===== src/rtl/deq_pkg.sv =====
// Shared types and constants of the double-ended queue unit.
package deq_pkg;

  // Default number of ring slots.
  localparam int unsigned DefDepth = 64;

  // Field widths of the stream payloads.
  localparam int unsigned CmdW  = 3;
  localparam int unsigned KindW = 3;
  localparam int unsigned DataW = 32;

  // Commands carried on the input side.
  typedef enum logic [CmdW-1:0] {
    CmdPushFront = 3'd0,
    CmdPushRear  = 3'd1,
    CmdPopFront  = 3'd2,
    CmdPopRear   = 3'd3,
    CmdList      = 3'd4
  } cmd_e;

  // Result kinds carried on the output side.
  typedef enum logic [KindW-1:0] {
    KindAck   = 3'd0,
    KindUnder = 3'd1,
    KindOver  = 3'd2,
    KindElem  = 3'd3,
    KindEmpty = 3'd4
  } kind_e;

  // Controller states.
  typedef enum logic [1:0] {
    StIdle = 2'd0,
    StPop  = 2'd1,
    StList = 2'd2
  } state_e;

endpackage


===== src/rtl/double_ended_queue_unit.sv =====
// Double-ended queue of 32-bit values held in a ring memory, with stream ports.
//
// Input channel (s_axis): tuser carries the command (push front, push rear,
// pop front, pop rear, list) and tdata the value to push. Output channel
// (m_axis): tuser carries the result kind, tdata the popped or listed value
// and tlast marks the final result of a command.
//
// Pushes write the ring memory in the cycle of the transfer and their result
// appears in the following cycle; a push can be taken every cycle while the
// receiver takes the results. A pop that finds data reads the memory, whose
// read port is registered, and its result passes from the read data register
// to the output register. A list issues one memory read per element and
// streams the elements front to rear, one per cycle while the receiver takes
// them. Failed pushes and pops and an empty listing answer in the next cycle.
//
// One output register separates the two sides: a new command is taken while a
// finished result still waits, as long as the receiver takes it in that cycle.
// When the receiver stalls, the result holds and listing pauses.
// Reset empties the queue; the memory itself is not cleared, since only slots
// written by a push are ever read.
module double_ended_queue_unit
  import deq_pkg::*;
#(
  parameter int unsigned DEPTH = DefDepth
) (
  input  logic             clk_i,
  input  logic             rst_ni,
  input  logic             s_axis_tvalid,
  output logic             s_axis_tready,
  input  logic [DataW-1:0] s_axis_tdata,   // [31:0] value
  input  logic [CmdW-1:0]  s_axis_tuser,   // [2:0] cmd
  output logic             m_axis_tvalid,
  input  logic             m_axis_tready,
  output logic [DataW-1:0] m_axis_tdata,   // [31:0] value_res
  output logic [KindW-1:0] m_axis_tuser,   // [2:0] kind
  output logic             m_axis_tlast
);

  // Ring index, count and sum widths.
  localparam int unsigned AW = (DEPTH > 2) ? $clog2(DEPTH) : 1;
  localparam int unsigned CW = $clog2(DEPTH + 1);
  localparam int unsigned SW = AW + 1;
  localparam logic [SW-1:0] DepthS = SW'(DEPTH);
  localparam logic [CW-1:0] DepthC = CW'(DEPTH);

  // Bring a position in [0, 2*DEPTH) back into the ring.
  function automatic logic [AW-1:0] ring_wrap(input logic [SW-1:0] pos);
    logic [SW-1:0] res;
    res = (pos >= DepthS) ? (pos - DepthS) : pos;
    return res[AW-1:0];
  endfunction

  state_e           state_q, state_d;
  logic [AW-1:0]    head_q, head_d;
  logic [CW-1:0]    count_q, count_d;
  logic [AW-1:0]    idx_q, idx_d;

  logic             m_valid_q, m_valid_d;
  logic [DataW-1:0] m_data_q, m_data_d;
  logic [KindW-1:0] m_kind_q, m_kind_d;
  logic             m_last_q, m_last_d;

  logic [DataW-1:0] mem_q [DEPTH];
  logic [DataW-1:0] rd_data_q;
  logic             mem_we, rd_en;
  logic [AW-1:0]    wr_addr, rd_addr;

  logic             out_free, in_xfer, out_load;
  logic             is_empty, is_full, list_end;
  cmd_e             cmd;
  logic [SW-1:0]    head_x, count_x, idx_x;

  assign out_free = !m_valid_q || m_axis_tready;
  assign in_xfer  = s_axis_tvalid && s_axis_tready;
  assign is_empty = (count_q == '0);
  assign is_full  = (count_q >= DepthC);
  assign cmd      = cmd_e'(s_axis_tuser);
  assign head_x   = SW'(head_q);
  assign count_x  = SW'(count_q);
  assign idx_x    = SW'(idx_q);
  assign list_end = ((idx_x + SW'(1)) == count_x);

  // Next-state logic of the controller.
  always_comb begin
    state_d = state_q;
    case (state_q)
      StIdle: begin
        if (in_xfer && !is_empty) begin
          if (cmd == CmdPopFront || cmd == CmdPopRear) begin
            state_d = StPop;
          end else if (cmd == CmdList) begin
            state_d = StList;
          end
        end
      end
      StPop: begin
        if (out_free) begin
          state_d = StIdle;
        end
      end
      StList: begin
        if (out_free && list_end) begin
          state_d = StIdle;
        end
      end
      default: state_d = StIdle;
    endcase
  end

  // Datapath control: memory accesses, queue pointers and result loading.
  always_comb begin
    s_axis_tready = 1'b0;
    mem_we        = 1'b0;
    wr_addr       = head_q;
    rd_en         = 1'b0;
    rd_addr       = head_q;
    head_d        = head_q;
    count_d       = count_q;
    idx_d         = idx_q;
    out_load      = 1'b0;
    m_data_d      = '0;
    m_kind_d      = KindAck;
    m_last_d      = 1'b1;
    case (state_q)
      StIdle: begin
        s_axis_tready = out_free;
        if (in_xfer) begin
          case (cmd)
            CmdPushFront, CmdPushRear: begin
              out_load = 1'b1;
              if (is_full) begin
                m_kind_d = KindOver;
              end else begin
                mem_we  = 1'b1;
                count_d = count_q + CW'(1);
                if (cmd == CmdPushFront) begin
                  wr_addr = ring_wrap(head_x + DepthS - SW'(1));
                  head_d  = wr_addr;
                end else begin
                  wr_addr = ring_wrap(head_x + count_x);
                end
              end
            end
            CmdPopFront, CmdPopRear: begin
              if (is_empty) begin
                out_load = 1'b1;
                m_kind_d = KindUnder;
              end else begin
                rd_en   = 1'b1;
                count_d = count_q - CW'(1);
                if (cmd == CmdPopFront) begin
                  rd_addr = head_q;
                  head_d  = ring_wrap(head_x + SW'(1));
                end else begin
                  rd_addr = ring_wrap(head_x + count_x - SW'(1));
                end
              end
            end
            CmdList: begin
              if (is_empty) begin
                out_load = 1'b1;
                m_kind_d = KindEmpty;
              end else begin
                rd_en   = 1'b1;
                rd_addr = head_q;
                idx_d   = '0;
              end
            end
            default: ;
          endcase
        end
      end
      StPop: begin
        if (out_free) begin
          out_load = 1'b1;
          m_data_d = rd_data_q;
        end
      end
      StList: begin
        if (out_free) begin
          out_load = 1'b1;
          m_kind_d = KindElem;
          m_data_d = rd_data_q;
          m_last_d = list_end;
          if (!list_end) begin
            rd_en   = 1'b1;
            rd_addr = ring_wrap(head_x + idx_x + SW'(1));
            idx_d   = idx_q + AW'(1);
          end
        end
      end
      default: ;
    endcase
  end

  // Output register valid flag.
  always_comb begin
    if (out_load) begin
      m_valid_d = 1'b1;
    end else if (m_axis_tready) begin
      m_valid_d = 1'b0;
    end else begin
      m_valid_d = m_valid_q;
    end
  end

  // Control state.
  always_ff @(posedge clk_i or negedge rst_ni) begin
    if (!rst_ni) begin
      state_q   <= StIdle;
      head_q    <= '0;
      count_q   <= '0;
      idx_q     <= '0;
      m_valid_q <= 1'b0;
    end else begin
      state_q   <= state_d;
      head_q    <= head_d;
      count_q   <= count_d;
      idx_q     <= idx_d;
      m_valid_q <= m_valid_d;
    end
  end

  // Result payload register.
  always_ff @(posedge clk_i) begin
    if (out_load) begin
      m_data_q <= m_data_d;
      m_kind_q <= m_kind_d;
      m_last_q <= m_last_d;
    end
  end

  // Ring memory with one write port and a registered read port.
  always_ff @(posedge clk_i) begin
    if (mem_we) begin
      mem_q[wr_addr] <= s_axis_tdata;
    end
    if (rd_en) begin
      rd_data_q <= mem_q[rd_addr];
    end
  end

  assign m_axis_tvalid = m_valid_q;
  assign m_axis_tdata  = m_data_q;
  assign m_axis_tuser  = m_kind_q;
  assign m_axis_tlast  = m_last_q;

  // The element count never exceeds the ring size.
  assert property (@(posedge clk_i) disable iff (!rst_ni) count_q <= DepthC)
    else $error("Element count exceeds ring size.");

  // A pop result is only pending with the output register free.
  assert property (@(posedge clk_i) disable iff (!rst_ni)
                   (state_q == StPop) |-> !m_valid_q)
    else $error("Pop result pending while output register is occupied.");

  // Listing never runs past the number of held elements.
  assert property (@(posedge clk_i) disable iff (!rst_ni)
                   (state_q == StList) |-> (idx_x < count_x))
    else $error("List index beyond element count.");

  // The queue contents stay unchanged while a list is streamed.
  assert property (@(posedge clk_i) disable iff (!rst_ni)
                   (state_q == StList) |=> ($stable(count_q) && $stable(head_q)))
    else $error("Queue changed during a list.");

  // A pop that leaves the idle state always produces a result with the read data.
  assert property (@(posedge clk_i) disable iff (!rst_ni)
                   (state_q == StPop) |=> (m_valid_q && m_last_q))
    else $error("Pop finished without a result transfer pending.");

endmodule

===== config.mk =====
export PLATFORM = sky130hd
export DESIGN_NAME = double_ended_queue_unit
export DESIGN_NICKNAME = d
export VERILOG_FILES = /design/src/rtl/deq_pkg.sv /design/src/rtl/double_ended_queue_unit.sv
export SDC_FILE = /design/constraint.sdc
export NUM_CORES = 2
export LEC_CHECK = 0
export BUFFER_PORTS_ARGS = -buffer_cell sky130_fd_sc_hd__buf_2
export CAP_MARGIN = 20
export CORE_MARGIN = 1.5
export CORE_UTILIZATION = 45
export DETAILED_ROUTE_END_ITERATION = 7
export SLEW_MARGIN = 30
export SYNTH_ARGS = -nofsm -noshare
export SYNTH_HDL_FRONTEND = slang
export SYNTH_SLANG_ARGS = --single-unit

===== constraint.sdc =====
create_clock -name clk_i -period 4.8 [get_ports clk_i]
set_input_delay 0.96 -clock clk_i [delete_from_list [all_inputs] [get_ports clk_i]]
set_output_delay 0.96 -clock clk_i [all_outputs]
set_load 0.01 [all_outputs]

==> results by group <==
Status
  – Run status: finished clean

Timing
  – Final Hold Fails: 0
  – Max Slew Vio Count: 0
  – Max Freq: roughly 210 MHz
  – Final setup vio count: 0
  – Fin Clk Skew: 0.05594 ns
  – Minimum clock period: roughly 4.7 ns
  – Period Utilization, post-route: 0.9829
  – Rel. slew slack: 0.3052
  – Setup tns final: 0 ns
  – RSZ-0062 raised after global routing: true
  – Worst-Margin Slew: 1.040 ns

Clock tree
  – CTS tree: yes
  – Clock buffer count from CTS: 211
  – Reg clk slew, reported paths: 0.06 ns
  – Clock Latency Late Sink: 0.87 ns
  – Sink Count: 2,138
  – CTS Root Cell: clkbuf_16
  – CTS Buffer Depth: 3
  – H-tree level count: 4

Setup path
  – Slowest library cell on the worst path: o31ai_1
  – Crit start category: flip-flop
  – Cells along the critical path: ha_1, xor2_1, a311o_1, a21oi_1, and4_2, nor2_8, inv_4, buf_4, buf_4, o2111ai_4, buf_12, buf_4, nand2_4, buf_16, o221ai_1, o31a_1, o31ai_1, o211ai_1
  – Arrival time worst endpoint: 5.29 ns
  – Critical path's most frequent cell: buf_4
  – WP data required: approximately 5.4 ns
  – Critical path peak fanout: 45
  – Crit. End Element: flip-flop
  – Slowest stage delay, CP: about 0.52 ns
  – Crit Path Class: flip-flop to flip-flop

Global route
  – Largest net degree at the start of global routing: 85
  – Gr usage total: 0.2611
  – First-pass GRT wire length: 358,300 µm
  – Antenna violations before repair: 9
  – GRT overflow: 0
  – Number of global-route vias before repair: 49,150

Power
  – Comb power frac: 0.501
  – Sw frac: 0.4170
  – Max VDD drop: 0.7120 mV
  – Switching power: 0.03172 W
  – P per Cell Area: 772.5 nW/µm²
  – Total power: 0.07606 W
  – Clock power share: 0.212
  – Internal power: between 0.04 and 0.05 W
  – Leak: between 30 and 40 nW
  – Sequential fraction of design power: 0.287

Finish
  – Nets@finish: 6,024
  – Storage cell area: between 60,000 and 70,000 µm²
  – Final-layout fill cell count: 15,090
  – Multi-input gate area: 19,660 µm²
  – Layout cells sized above 1: 0.1578
  – Area growth syn-to-layout: 16.34%
  – Fin cells: between 8,000 and 9,000

Drt
  – Post-route ant nets: 0
  – DRC: 0
  – Vias: 51,540
  – DRT Pass-1 Iters: 6
  – Via density: 5.977
  – Starting DRT DRC Count: 6,358
  – Routed WL: ~250,000 µm
  – DR WL/cell: just under 30 µm

Synthesis
  – Post-synth top area share: 0.7508
  – Syn_area_per_cell: 15.14 µm²
  – Top post-synthesis cells by area: edfxtp_1 (75%), nand2_1 (4.4%), mux2i_1 (4.4%)
  – Register area share after synthesis: 0.7573
  – Synthesized cell area: approximately 85,000 µm²
  – Cell variety after synth: 72
  – Post-synth EDFFs: 2,116
  – Post-Synth Adder-Cell Area: 0.004110
  – Ys Warns: 0
  – Synth Area in Simple Gates: 0.08634
  – Dominant cell type by area after synthesis: edfxtp_1
  – Post-synthesis mux area share: 0.06207
  – XOR/XNOR share of the synthesized area: 0.002691
  – Syn nets: 5,653
  – Synthesized flop and latch total: 2,138
  – Complex-gate fraction of the synthesized area: 0.06792
  – Post-synthesis cell count: 5,588
  – Top FF cell, synth: edfxtp_1
  – Asr flop ratio synth: 0.01029
  – Largest family of logic cells by synthesized area: simple AND/OR/NAND/NOR gates

Place
  – Dpl cells: 8,218
  – GPL Wtd Cong: between 0.8 and 0.9
  – Number of port buffers: 76
  – HPWL Detailed: 144,000 µm

Die
  – Core ar.: 186,200 µm²
  – Die ar.: ~190,000 µm²
  – Die Height: 436.7 µm
  – IO Pins: 77
  – Initial Util: 0.4544
  – Std cell rows: around 160
  – Die X: 436.7 µm

Min path
  – Min-delay worst type: input port to async pin

Run
  – Max_cap viols: 0
## stage by stage
stage	hold slack (ns)	utilization	instance area [µm²]	setup WS [ns]
final	0.1023	0.5287	98460	0.08217
after floorplan	0.5188	-	84630	0.5221
after global placement	0.5360	0.4911	91450	-0.3220
after global routing	0.1135	0.5286	98440	-0.05484
after detailed placement	0.5451	0.4915	91530	-0.3462
after CTS	0.07023	0.5276	98250	0.03424
## worst paths after layout
path                                  start  cells past startpoint              end  slack, ns
setup / recovery                   idx_q[0]                     18    rd_data_q[16]       0.08
hold / removal                       rst_ni                      1         idx_q[4]       0.10
setup reg to reg                   idx_q[0]                     18    rd_data_q[16]       0.08
hold reg to reg                rd_data_q[0]                      1  m_axis_tdata[0]       0.56
max in group asynchronous            rst_ni                      1         idx_q[2]       4.29
min in group clk_i         s_axis_tdata[30]                      1    mem_q[26][30]       0.46
## flip-flops by register name, indices dropped and copies added (netlist names)
name           flops
count_q            7
m_axis_tlast       1
state_q            2
head_q             6
m_axis_tuser       3
m_axis_tvalid      1
m_axis_tdata      32
mem_q           2048
rd_data_q         32
idx_q              6
## critical path: cells and delay by family (launching register included)
kind | cells | cell delay [ns]
DFF | 1 | 0.38
xor gates and xnor gates | 1 | 0.15
AOI/OAI and AO/OA | 7 | 1.80
adders and majority gates | 1 | 0.33
and+or+nand+nor | 3 | 0.60
buffers and inverters | 6 | 1.10
## repair_timing
| item | 4_1_cts | 5_1_grt |
|---|---|---|
| gates resized for setup | 10 | 23 |
| buffers inserted | 0 | 7 |
| pin swaps | 0 | 2 |
| cloned | 0 | 1 |
| hold buffers | 0 | 0 |
| setup endpoints to repair | 7 | 29 |
| hold endpoints to repair | 0 | 0 |
## power groups by stage
stage	combinational, W	sequential [W]	clock [W]
after global placement	0.0369	0.0222	0
after floorplan	0.0211	0.0220	0
final	0.0381	0.0218	0.0161
after CTS	0.0374	0.0218	0.0163
after detailed placement	0.0371	0.0222	0
after global routing	0.0400	0.0218	0.0170
## cells in the mapped netlist (10+ instances only)
| cell type | count |
|---|---|
| mux4_2 | 65 |
| a32o_1 | 34 |
| a211oi_1 | 35 |
| nand3_1 | 120 |
| inv_1 | 13 |
| nor2_1 | 263 |
| nor3_1 | 74 |
| o31ai_1 | 35 |
| nor4_1 | 35 |
| o221ai_1 | 32 |
| a21oi_1 | 312 |
| and3_1 | 101 |
| mux2i_1 | 374 |
| o211ai_1 | 37 |
| edfxtp_1 | 2116 |
| buf_2 | 102 |
| nand2_1 | 1003 |
| ha_1 | 23 |
| buf_4 | 39 |
| o22ai_1 | 133 |
| buf_1 | 16 |
| nand4_1 | 70 |
| dfrtp_1 | 22 |
| o32a_1 | 31 |
| o32ai_1 | 31 |
| o31a_1 | 33 |
| clkbuf_1 | 184 |
| o21ai_0 | 122 |
| a31oi_1 | 10 |
| xnor2_1 | 18 |
## logic make-up after synthesis
| family | after synthesis |
|---|---|
| DFF | 2138 |
| and+or+nand+nor | 1705 |
| AOI/OAI and AO/OA | 889 |
| muxes | 443 |
| buffers and inverters | 361 |
| xor gates and xnor gates | 26 |
| adders and majority gates | 26 |
## layer usage
metal,vias to the layer above,global-route usage,wire (µm)
met5,-,0,34
met2,2477,0.3998,114300
li1,22200,-,-
met1,26480,0.3751,104700
met3,376,0.05088,24120
met4,6,0.08761,8495
## cell type report
type / instances / share of cell area
inverters: 17 / 0.0006735
repair buffers: 502 / 0.04941
clock buffers: 268 / 0.05645
well taps: 2480 / 0.03152
multi-input cells: 3089 / 0.1997
flip-flops and latches: 2138 / 0.6510
diodes: 7 / 0.0001779
clock inverters: 122 / 0.01117
## cell usage in the layout (no fill, tap or decap), types with 56 or more instances in the layout
master,netlist,layout
buf_12,0,86
mux2i_1,374,374
and3_1,101,101
a21oi_1,312,312
o22ai_1,133,133
o21ai_0,122,121
nor2_1,263,195
nor2_4,0,68
nand3_1,120,117
nand4_1,70,70
clkbuf_16,0,215
buf_4,39,324
edfxtp_1,2116,2116
mux4_2,65,65
buf_2,102,75
nor3_1,74,69
clkinv_1,2,56
nand2_1,1003,1001
Note: power is estimated with default switching activity, not from simulation.
